### src/design/integer_literal_to_bytecode_assert.svh
// assertion helpers shared by the parser and the encoder
`ifndef INTEGER_LITERAL_TO_BYTECODE_ASSERT_SVH
`define INTEGER_LITERAL_TO_BYTECODE_ASSERT_SVH

// same-cycle implication
`define ILB_ASSERT_SAME(label, ante, cons) \
    label: assert property (@(posedge i_clk) disable iff (!i_rst_n) (ante) |-> (cons)) \
        else $error("ilb check failed");

// next-cycle implication
`define ILB_ASSERT_NEXT(label, ante, cons) \
    label: assert property (@(posedge i_clk) disable iff (!i_rst_n) (ante) |=> (cons)) \
        else $error("ilb check failed");

`endif

### src/design/ilb_pkg.sv
`timescale 1ns / 1ps

package ilb_pkg;

    localparam int unsigned VALUE_W = 32;
    localparam int unsigned CHAR_W  = 8;
    localparam int unsigned BYTE_W  = 8;
    localparam int unsigned COUNT_W = 3;

    localparam logic [CHAR_W-1:0] CHAR_MINUS  = 8'h2D;
    localparam logic [CHAR_W-1:0] CHAR_ZERO   = 8'h30;
    localparam logic [CHAR_W-1:0] CHAR_NINE   = 8'h39;
    localparam logic [CHAR_W-1:0] CHAR_HEX_X  = 8'h78;
    localparam logic [CHAR_W-1:0] CHAR_UPPER_A = 8'h41;
    localparam logic [CHAR_W-1:0] CHAR_UPPER_F = 8'h46;
    localparam logic [CHAR_W-1:0] HEX_LETTER_BASE = CHAR_UPPER_A - 8'd10;

    localparam logic [VALUE_W-1:0] SMALL_MAX       = 32'd8;
    localparam logic [BYTE_W-1:0]  LEN_HEADER_BASE = 8'd8;

    typedef enum logic [2:0] {
        PH_START  = 3'd0,
        PH_SIGNED = 3'd1,
        PH_ZERO   = 3'd2,
        PH_DEC    = 3'd3,
        PH_HEX    = 3'd4,
        PH_DONE   = 3'd5
    } t_phase;

    typedef struct packed {
        logic               neg;
        logic [VALUE_W-1:0] mag;
    } t_token;

endpackage

### src/design/ilb_parser.sv
`timescale 1ns / 1ps
`include "integer_literal_to_bytecode_assert.svh"

module ilb_parser import ilb_pkg::*; (
    input  logic              i_clk,
    input  logic              i_rst_n,
    input  logic              i_valid,
    input  logic [CHAR_W-1:0] i_character,
    input  logic              i_token_end,
    output logic              o_stall,
    output logic              o_tok_valid,
    output t_token            o_tok,
    input  logic              i_tok_take
);

    logic               r_in_valid;
    logic [CHAR_W-1:0]  r_in_char;
    logic               r_in_end;
    t_phase             r_phase;
    t_phase             n_phase;
    logic               r_neg;
    logic               n_neg;
    logic [VALUE_W-1:0] r_acc;
    logic [VALUE_W-1:0] n_acc;
    logic               r_tok_valid;
    t_token             r_tok;

    logic               proc;
    logic               is_dec;
    logic               is_hex_letter;
    logic [CHAR_W-1:0]  letter_diff;
    logic [3:0]         digit;
    logic [VALUE_W-1:0] acc_dec;
    logic [VALUE_W-1:0] acc_hex;
    logic [VALUE_W-1:0] acc_first;

    // an end character waits while the previous token is still unclaimed
    assign proc    = r_in_valid && !(r_in_end && r_tok_valid);
    assign o_stall = r_in_valid && !proc;

    assign is_dec        = (r_in_char >= CHAR_ZERO) && (r_in_char <= CHAR_NINE);
    assign is_hex_letter = (r_in_char >= CHAR_UPPER_A) && (r_in_char <= CHAR_UPPER_F);
    assign letter_diff   = r_in_char - HEX_LETTER_BASE;
    assign digit         = is_dec ? r_in_char[3:0] : letter_diff[3:0];

    assign acc_dec   = {r_acc[VALUE_W-4:0], 3'b000} + {r_acc[VALUE_W-2:0], 1'b0}
                     + {{(VALUE_W-4){1'b0}}, digit};
    assign acc_hex   = {r_acc[VALUE_W-5:0], digit};
    assign acc_first = {{(VALUE_W-4){1'b0}}, digit};

    // phase transitions
    always_comb begin
        unique case (r_phase)
            PH_START: begin
                if (r_in_char == CHAR_MINUS) begin
                    n_phase = PH_SIGNED;
                end else if (r_in_char == CHAR_ZERO) begin
                    n_phase = PH_ZERO;
                end else if (is_dec) begin
                    n_phase = PH_DEC;
                end else begin
                    n_phase = PH_DONE;
                end
            end
            PH_SIGNED: begin
                if (r_in_char == CHAR_ZERO) begin
                    n_phase = PH_ZERO;
                end else if (is_dec) begin
                    n_phase = PH_DEC;
                end else begin
                    n_phase = PH_DONE;
                end
            end
            PH_ZERO: begin
                if (r_in_char == CHAR_HEX_X) begin
                    n_phase = PH_HEX;
                end else if (is_dec) begin
                    n_phase = PH_DEC;
                end else begin
                    n_phase = PH_DONE;
                end
            end
            PH_DEC:  n_phase = is_dec ? PH_DEC : PH_DONE;
            PH_HEX:  n_phase = (is_dec || is_hex_letter) ? PH_HEX : PH_DONE;
            PH_DONE: n_phase = PH_DONE;
            default: n_phase = PH_DONE;
        endcase
    end

    // sign and accumulator update
    always_comb begin
        n_neg = r_neg;
        n_acc = r_acc;
        unique case (r_phase)
            PH_START: begin
                if (r_in_char == CHAR_MINUS) begin
                    n_neg = 1'b1;
                end else if (is_dec) begin
                    n_acc = acc_first;
                end
            end
            PH_SIGNED: begin
                if (is_dec) begin
                    n_acc = acc_first;
                end
            end
            PH_ZERO, PH_DEC: begin
                if (is_dec) begin
                    n_acc = acc_dec;
                end
            end
            PH_HEX: begin
                if (is_dec || is_hex_letter) begin
                    n_acc = acc_hex;
                end
            end
            default: begin
                n_acc = r_acc;
            end
        endcase
    end

    always_ff @(posedge i_clk) begin
        if (!i_rst_n) begin
            r_in_valid  <= 1'b0;
            r_phase     <= PH_START;
            r_neg       <= 1'b0;
            r_acc       <= '0;
            r_tok_valid <= 1'b0;
        end else begin
            if (!o_stall) begin
                r_in_valid <= i_valid;
            end
            if (proc) begin
                if (r_in_end) begin
                    r_phase <= PH_START;
                    r_neg   <= 1'b0;
                    r_acc   <= '0;
                end else begin
                    r_phase <= n_phase;
                    r_neg   <= n_neg;
                    r_acc   <= n_acc;
                end
            end
            if (proc && r_in_end) begin
                r_tok_valid <= 1'b1;
            end else if (i_tok_take) begin
                r_tok_valid <= 1'b0;
            end
        end
    end

    always_ff @(posedge i_clk) begin
        if (!o_stall && i_valid) begin
            r_in_char <= i_character;
            r_in_end  <= i_token_end;
        end
        if (proc && r_in_end) begin
            r_tok.neg <= n_neg;
            r_tok.mag <= n_acc;
        end
    end

    assign o_tok_valid = r_tok_valid;
    assign o_tok       = r_tok;

    `ILB_ASSERT_NEXT(a_token_clears_state, proc && r_in_end,
        r_phase == PH_START && r_acc == '0 && !r_neg)
    `ILB_ASSERT_SAME(a_start_unsigned, r_phase == PH_START, !r_neg && r_acc == '0)
    `ILB_ASSERT_SAME(a_sign_only, r_phase == PH_SIGNED, r_neg && r_acc == '0)

endmodule

### src/design/ilb_encoder.sv
`timescale 1ns / 1ps
`include "integer_literal_to_bytecode_assert.svh"

module ilb_encoder import ilb_pkg::*; (
    input  logic              i_clk,
    input  logic              i_rst_n,
    input  logic              i_tok_valid,
    input  t_token            i_tok,
    output logic              o_tok_take,
    input  logic              i_stall,
    output logic              o_valid,
    output logic [BYTE_W-1:0] o_code_byte,
    output logic              o_last_byte
);

    logic               r_out_valid;
    logic [BYTE_W-1:0]  r_out_byte;
    logic               r_out_last;
    logic [VALUE_W-1:0] r_val;
    logic [COUNT_W-1:0] r_rem;

    logic               advance;
    logic               busy;
    logic [VALUE_W-1:0] value;
    logic               is_small;
    logic [COUNT_W-1:0] count;
    logic [BYTE_W-1:0]  header;

    assign advance    = !r_out_valid || !i_stall;
    assign busy       = (r_rem != '0);
    assign o_tok_take = advance && !busy && i_tok_valid;

    assign value    = i_tok.neg ? (VALUE_W'(0) - i_tok.mag) : i_tok.mag;
    assign is_small = (value <= SMALL_MAX);

    // significant little-endian bytes
    always_comb begin
        priority if (value[31:24] != '0) begin
            count = 3'd4;
        end else if (value[23:16] != '0) begin
            count = 3'd3;
        end else if (value[15:8] != '0) begin
            count = 3'd2;
        end else begin
            count = 3'd1;
        end
    end

    assign header = BYTE_W'(count) + LEN_HEADER_BASE;

    always_ff @(posedge i_clk) begin
        if (!i_rst_n) begin
            r_out_valid <= 1'b0;
            r_rem       <= '0;
        end else if (advance) begin
            if (busy) begin
                r_out_valid <= 1'b1;
                r_rem       <= r_rem - COUNT_W'(1);
            end else if (i_tok_valid) begin
                r_out_valid <= 1'b1;
                r_rem       <= is_small ? '0 : count;
            end else begin
                r_out_valid <= 1'b0;
            end
        end
    end

    always_ff @(posedge i_clk) begin
        if (advance) begin
            if (busy) begin
                r_out_byte <= r_val[BYTE_W-1:0];
                r_out_last <= (r_rem == COUNT_W'(1));
                r_val      <= {{BYTE_W{1'b0}}, r_val[VALUE_W-1:BYTE_W]};
            end else if (i_tok_valid) begin
                r_out_byte <= is_small ? value[BYTE_W-1:0] : header;
                r_out_last <= is_small;
                r_val      <= value;
            end
        end
    end

    assign o_valid     = r_out_valid;
    assign o_code_byte = r_out_byte;
    assign o_last_byte = r_out_last;

    `ILB_ASSERT_SAME(a_pending_has_output, r_rem != '0, r_out_valid)
    `ILB_ASSERT_SAME(a_last_ends_burst, r_out_valid && r_out_last, r_rem == '0)
    `ILB_ASSERT_SAME(a_burst_bounded, 1'b1, r_rem <= COUNT_W'(4))

endmodule

### src/design/integer_literal_to_bytecode.sv
`timescale 1ns / 1ps

// Parses an integer token, one character per transaction, and emits its bytecode: a single
// byte for values 0 to 8, otherwise a length header and up to four little-endian value bytes,
// the last one flagged. One character is taken every cycle unless o_stall is high;
// the parse step (a multiply by ten or sixteen and add) sits between the input register
// and the parser state. A literal's encoding leaves the output register one byte per
// cycle while i_stall is low, as the next token's characters keep streaming in; only a
// token end meeting a previous token that the byte emitter has not yet claimed holds
// the input. The parser registers a finished token, then the encoder its first byte.
module integer_literal_to_bytecode import ilb_pkg::*; (
    input  logic              i_clk,
    input  logic              i_rst_n,
    input  logic              i_valid,
    input  logic [CHAR_W-1:0] i_character,
    input  logic              i_token_end,
    output logic              o_stall,
    output logic              o_valid,
    input  logic              i_stall,
    output logic [BYTE_W-1:0] o_code_byte,
    output logic              o_last_byte
);

    logic   tok_valid;
    t_token tok;
    logic   tok_take;

    ilb_parser u_parser (
        .i_clk       (i_clk),
        .i_rst_n     (i_rst_n),
        .i_valid     (i_valid),
        .i_character (i_character),
        .i_token_end (i_token_end),
        .o_stall     (o_stall),
        .o_tok_valid (tok_valid),
        .o_tok       (tok),
        .i_tok_take  (tok_take)
    );

    ilb_encoder u_encoder (
        .i_clk       (i_clk),
        .i_rst_n     (i_rst_n),
        .i_tok_valid (tok_valid),
        .i_tok       (tok),
        .o_tok_take  (tok_take),
        .i_stall     (i_stall),
        .o_valid     (o_valid),
        .o_code_byte (o_code_byte),
        .o_last_byte (o_last_byte)
    );

endmodule
### config.mk
export PLATFORM = sky130hd
export DESIGN_NAME = integer_literal_to_bytecode
export DESIGN_NICKNAME = d
export VERILOG_FILES = /design/src/design/ilb_pkg.sv /design/src/design/ilb_parser.sv /design/src/design/ilb_encoder.sv /design/src/design/integer_literal_to_bytecode.sv
export VERILOG_INCLUDE_DIRS = /design/src /design/src/design
export SDC_FILE = /design/constraint.sdc
export NUM_CORES = 1
export LEC_CHECK = 0
export BUFFER_PORTS_ARGS = -buffer_cell sky130_fd_sc_hd__buf_4
export CORE_MARGIN = 3
export CORE_UTILIZATION = 45
export DETAILED_ROUTE_END_ITERATION = 8
export PLACE_DENSITY = 0.7
export SYNTH_ARGS = -nofsm -noshare
export SYNTH_HDL_FRONTEND = slang
export SYNTH_SLANG_ARGS = --single-unit
export TNS_END_PERCENT = 1
### constraint.sdc
create_clock -name i_clk -period 4.45 [get_ports i_clk]
set_clock_uncertainty 0.1 [all_clocks]
set_input_delay 0.2225 -clock i_clk [delete_from_list [all_inputs] [get_ports i_clk]]
set_output_delay 0.2225 -clock i_clk [all_outputs]
set_load 0.05 [all_outputs]
==> Word level (Yosys, flattened, before mapping) <==
Index checks and enable logic that the tools add are counted.
{ "word_totals": {"regBits": 125} }
{ "op_classes": {"add_sub_neg": 6, "order_cmp": 5, "eq_ne": 8, "muxes": 35, "n_reduce_logical": 26} }
{ "ops": {"columns": ["op", "n"], "rows": [
  ["32-bit 2-to-1 mux", 7],
  ["32-bit one-hot mux with 4 select lines", 1],
  ["32-bit adder", 1],
  ["32-bit by 4-bit adder with 32-bit output", 1],
  ["32-bit by 4-bit <= comparator with 1-bit output (second input constant)", 1],
  ["1-bit by 32-bit subtractor with 32-bit output (first input constant)", 1],
  ["3-bit 2-to-1 mux", 10],
  ["24-bit 2-to-1 mux", 1],
  ["8-bit 2-to-1 mux", 3],
  ["8-bit nonzero test", 3],
  ["8-bit by 6-bit equality test with 1-bit output (second input constant)", 2],
  ["3-bit one-hot mux with 5 select lines", 1],
  ["1-bit 2-to-1 mux", 10],
  ["1-bit logical AND", 9],
  ["8-bit by 7-bit equality test with 1-bit output (second input constant)", 1],
  ["8-bit by 6-bit >= comparator with 1-bit output (second input constant)", 1],
  ["8-bit by 7-bit >= comparator with 1-bit output (second input constant)", 1],
  ["8-bit by 6-bit <= comparator with 1-bit output (second input constant)", 1],
  ["8-bit by 7-bit <= comparator with 1-bit output (second input constant)", 1],
  ["3-bit by 1-bit equality test with 1-bit output (second input constant)", 2],
  ["3-bit by 2-bit equality test with 1-bit output (second input constant)", 2],
  ["1-bit zero test", 6],
  ["3-bit by 4-bit adder with 5-bit output (second input constant)", 1],
  ["4-bit 2-to-1 mux", 1],
  ["10 further kinds", 12]
]} }

==> Depth between registers and ports, before layout <==
{ "logic_depth": {"depth_word": 10, "depth_mapped": 20, "mapped_depth_nobuf": 20} }

==> By module <==
From an unflattened synthesis, not the netlist that was laid out.
{ "unflattened": {"cells_unflattened": 1009, "area_unflattened_um2": 9135.0} }
{ "modules_own_cells": {"columns": ["mod", "n_inst", "cells_each", "area_each_um2"], "rows": [
  ["ilb_parser", 1, 651, 5849.4],
  ["ilb_encoder", 1, 358, 3285.7]
]} }

==> Least setup slack after synthesis <==
OpenSTA, ideal clock, no wires.
{ "synth_path": {"kind": "reg2reg", "from": "register u_parser.r_in_char[1]", "to": "register u_parser.r_tok, in the netlist u_parser.o_tok[30], data pin", "setup_ns": 0.267, "arrival_time_ns": 3.881, "slack_ns": 0.202, "stages_incl_launch_ff": 20, "synth_period_minus_slack_ns": 4.248, "path_cell_list": "edfxtp_1 inv_1 ha_1 nor2_1 o21ai_0 nand2_1 nand2_1 xnor2_1 fa_1 inv_1 fa_1 nor2b_1 o31ai_1 a21o_1 a21oi_1 a311o_1 a31oi_1 o311ai_1 xnor2_1 o21ai_0"} }
{ "synth_between": {"elab_chain_len": 6, "word_cells_on_any_way": 16, "cone_classes": "add/sub (2); order compare (4); eq/ne (1); mux (6); reduce/logical (3)"} }
{ "synth_lines": {"columns": ["element", "line", "source"], "rows": [
  ["from (decl)", "ilb_parser.sv:17", "logic [CHAR_W-1:0] r_in_char;"],
  ["from (signal assigned)", "ilb_parser.sv:155", "r_in_char <= i_character;"],
  ["8-bit by 6-bit >= comparator with 1-bit output or 8-bit by 6-bit <= comparator with 1-bit output (tied branches)", "ilb_parser.sv:41", "assign is_dec = (r_in_char >= CHAR_ZERO) && (r_in_char <= CHAR_NINE);"],
  ["1-bit logical AND", "ilb_parser.sv:41", null],
  ["4-bit 2-to-1 mux", "ilb_parser.sv:44", "assign digit = is_dec ? r_in_char[3:0] : letter_diff[3:0];"],
  ["32-bit by 4-bit adder with 32-bit output", "ilb_parser.sv:47", "+ {{(VALUE_W-4){1'b0}}, digit};"],
  ["32-bit 2-to-1 mux", "ilb_parser.sv:108", "if (is_dec) begin"],
  ["32-bit one-hot mux with 4 select lines (*)", "ilb_parser.sv:94", "unique case (r_phase)"],
  ["via u_parser.n_acc[30]", "ilb_parser.sv:24", "logic [VALUE_W-1:0] n_acc;"],
  ["to (decl)", "ilb_parser.sv:26", "t_token r_tok;"]
]} }
Mark *: on every way through the listed nets, which the timed path passes. The rest lies on a longest branch.
A chain may end at the register's enable or synchronous reset.

==> Worst setup path in the final report <==
{ "layout_path": {"from": "register u_parser.r_in_char[6]", "to": "register u_parser.r_tok, in the netlist u_parser.o_tok[24], data pin"} }
Same word-level chain as after synthesis.

==> flow_summary.json <==
{
  "status": "complete, no violations",
  "final_critical_path_setup_slack_ps": 225,
  "post-synth-top-area-fraction": 0.294,
  "placed_standard_cell_area_um2": 8880,
  "clk_latency_ps": 420,
  "setup_viol": 0,
  "critical_path_class": "register to register",
  "clkSlewWorstSetupHoldPaths_ps": 60,
  "clk_path_buf_depth": 2,
  "synth_flop_cell": "edfxtp_1",
  "hpwl_mm": 13.9,
  "num-nets-final": 1010,
  "layout_common_cells": "84 x o21ai_0, 83 x edfxtp_1, 81 x nor2_1",
  "design.core.area_um2": 18300,
  "number_of_enable_type_register_cells_in_the_synthesized_netlist": 83,
  "tritoncts.num_buffers": 17,
  "wl_per_cell_um": 16.4,
  "finalMaxSlewViolations": 0,
  "drt-pass1-iter-count": 5,
  "clock-root-buffer": "clkbuf_16",
  "placed_cells_incl_taps": 1126,
  "synth_warnings": 0,
  "sequential_area_share_after_synthesis": 0.393,
  "num_rows": 49,
  "post-route-util": 0.527,
  "avgSynthCellArea_um2": 9.38,
  "wire_length_of_the_first_global_routing_pass_mm": 32.6,
  "num_vias": 6906,
  "die_height_um": 143,
  "grt_start_max_net_pins": 64,
  "post_placement_setup_slack_ps": -40.9,
  "area_growth_syn_to_fin_pct": 13.6,
  "synthesis.area_um2": 8480,
  "detailedRoute.firstIterationViolations": 655,
  "syn_nets": 986,
  "hold_path_class": "primary input to register",
  "cp-start-kind": "register",
  "synth.top_cells.by_area": "edfxtp_1 29%, dfxtp_1 9.9%, ha_1 9.9%",
  "crit_fanout": 5,
  "leakage_nw": 3.94,
  "vdd.ir_drop.worst_uv": 340,
  "max_clock_freq_ghz": 0.237,
  "tritoncts": "yes",
  "finalWorstPathRequiredPeriod_ps": 4230,
  "drv.max_cap_violation_count": 0,
  "total_count_of_hold_check_failures_in_the_final_report": 0,
  "powerDensity_nw_per_um2": 415,
  "number_of_buffers_inserted_by_port_buffering": 23,
  "final_common_cell": "o21ai_0",
  "grt_use_total": 0.195,
  "postLayoutCellArea_um2": 9630,
  "tcrit_tclk_final": 0.950,
  "chipWidth_um": 143,
  "gp_congestion": 0.848,
  "ant_nets": 0,
  "post_synth_inst_count": 904,
  "first_global_vias": 6437,
  "synth_seq_cells": 125,
  "post_synthesis_cell_type_with_the_largest_combined_area": "edfxtp_1",
  "cts_sinks": 125,
  "timing.critical_path.to_type": "register",
  "worstPathArrival_ps": 4270,
  "starting_density_of_the_core": 0.464,
  "slew_worst_pin_ps": 903,
  "normalized_max_slew_margin": 0.393,
  "yosys.cell_types.count": 80,
  "rsz_0062_raised_after_global_routing": "yes",
  "grt_antenna_before_repair": 0,
  "ys_async_sr_fraction": 0,
  "cts.htree.levels": 4,
  "cp_data_required_time_ps": 4490,
  "ioPinCount": 24,
  "die-area_um2": 20500,
  "routed_wirelength_mm": 19.2,
  "vias_per_cell": 5.90,
  "final-instance-count-excl-fill": 1170,
  "diodes": 0,
  "grt-ovfl-total": 0,
  "finalSetupTns_ps": 0,
  "post-route-drc-count": 0,
  "post_route_cells_drive_above_1_share": 0.118
}
-- critical path, cell delays in order, from the launching register on --
cell      delay, ps
edfxtp_1        430
nor3b_1         280
and2_1          200
nand2_2          90
nand2_1          90
xnor2_1         140
fa_1            460
inv_1           100
fa_1            220
nor2b_2          60
o31ai_2         300
a21o_1          210
a21oi_2          80
a311o_1         390
and3_1          200
a311oi_1        300
xor2_1          200
o21ai_0         100
-- synth_stat cells (all sizes together), types with 6 or more instances --
| cell | number |
|---|---|
| a21oi | 41 |
| xor2 | 31 |
| edfxtp | 83 |
| nor3 | 18 |
| xnor2 | 27 |
| nor2b | 12 |
| buf | 9 |
| o21a | 7 |
| a21o | 17 |
| a222oi | 7 |
| nand2 | 78 |
| nor3b | 6 |
| a31oi | 9 |
| a22oi | 39 |
| nand4 | 6 |
| mux2 | 7 |
| inv | 24 |
| nor4 | 7 |
| nand2b | 16 |
| and2 | 13 |
| o31ai | 8 |
| o21ai | 90 |
| a32oi | 8 |
| nand3 | 18 |
| and3 | 9 |
| nor2 | 82 |
| or3 | 6 |
| clkbuf | 39 |
| ha | 67 |
| dfxtp | 42 |
-- worst paths after layout --
kind | start | to | slack, ps | depth (start not counted)
max reg2reg | u_parser.r_in_char[6] | u_parser.o_tok[24] | 220 | 17
min | i_rst_n | u_parser.r_phase[0] | 60 | 3
min reg2reg | u_parser.r_neg | u_parser.r_neg | 390 | 2
max | u_parser.r_in_char[6] | u_parser.o_tok[24] | 220 | 17
-- final cells by class --
type                            instances  area (um2)
Fill cell                            1644        8640
Multi-Input combinational cell        707        4900
Sequential cell                       125        3330
Clock buffer                           17         425
Timing Repair Buffer                   53         423
Tap cell                              229         287
Clock inverter                         15         170
Inverter                               24        90.1
-- power breakdown --
part           total [mW]  internal (mW)  switching, mW
logic               0.910          0.275          0.635
registers            1.69           1.61         0.0840
clock network        1.39          0.876          0.516
-- what timing repair did --
item,CTS,global route
setup buffers,0,2
gates resized for setup,2,14
pin swaps,1,4
cloned,0,0
endpoints found under the hold margin,10,0
hold buffers,10,0
setup endpoints to repair,2,34
-- state kept, by name (all words and copies together) (netlist names) --
name	count
u_parser.r_neg	1
u_parser.r_in_valid	1
u_encoder.o_last_byte	1
u_parser.r_in_end	1
u_parser.r_phase	3
u_encoder.o_code_byte	8
u_parser.r_in_char	8
u_parser.r_acc	32
u_parser.o_tok_valid	1
u_parser.o_tok	33
u_encoder.r_rem	3
u_encoder.o_valid	1
u_encoder.r_val	32
-- per-stage QoR --
| stage | power (mW) | hold slack [ps] |
|---|---|---|
| final | 4.00 | 64.3 |
| after global routing | 4.20 | 53.0 |
| after CTS | 4.03 | 41.6 |
| after detailed placement | 2.63 | 302 |
| after global placement | 2.60 | 301 |
| after floorplan | 2.38 | 221 |
-- metal layers --
metal,share of wire,GRT usage,wire [um]
met2,0.45,0.293,8550
met5,0,0,0
met4,0.024,0.0694,461
met1,0.49,0.282,9390
met3,0.040,0.0386,766
-- cells by family (layout without fill, tap and decap cells) --
| kind of cell | Yosys count | count (layout) | synth area share |
|---|---|---|---|
| AOI/OAI and AO/OA | 281 | 281 | 0.224 |
| xor gates and xnor gates | 58 | 58 | 0.0599 |
| adders and majority gates | 69 | 69 | 0.104 |
| buffers and inverters | 72 | 109 | 0.0342 |
| DFF | 125 | 125 | 0.393 |
| muxes | 11 | 11 | 0.0140 |
| and+or+nand+nor | 288 | 288 | 0.171 |
Note: power is estimated with default switching activity, not from simulation.
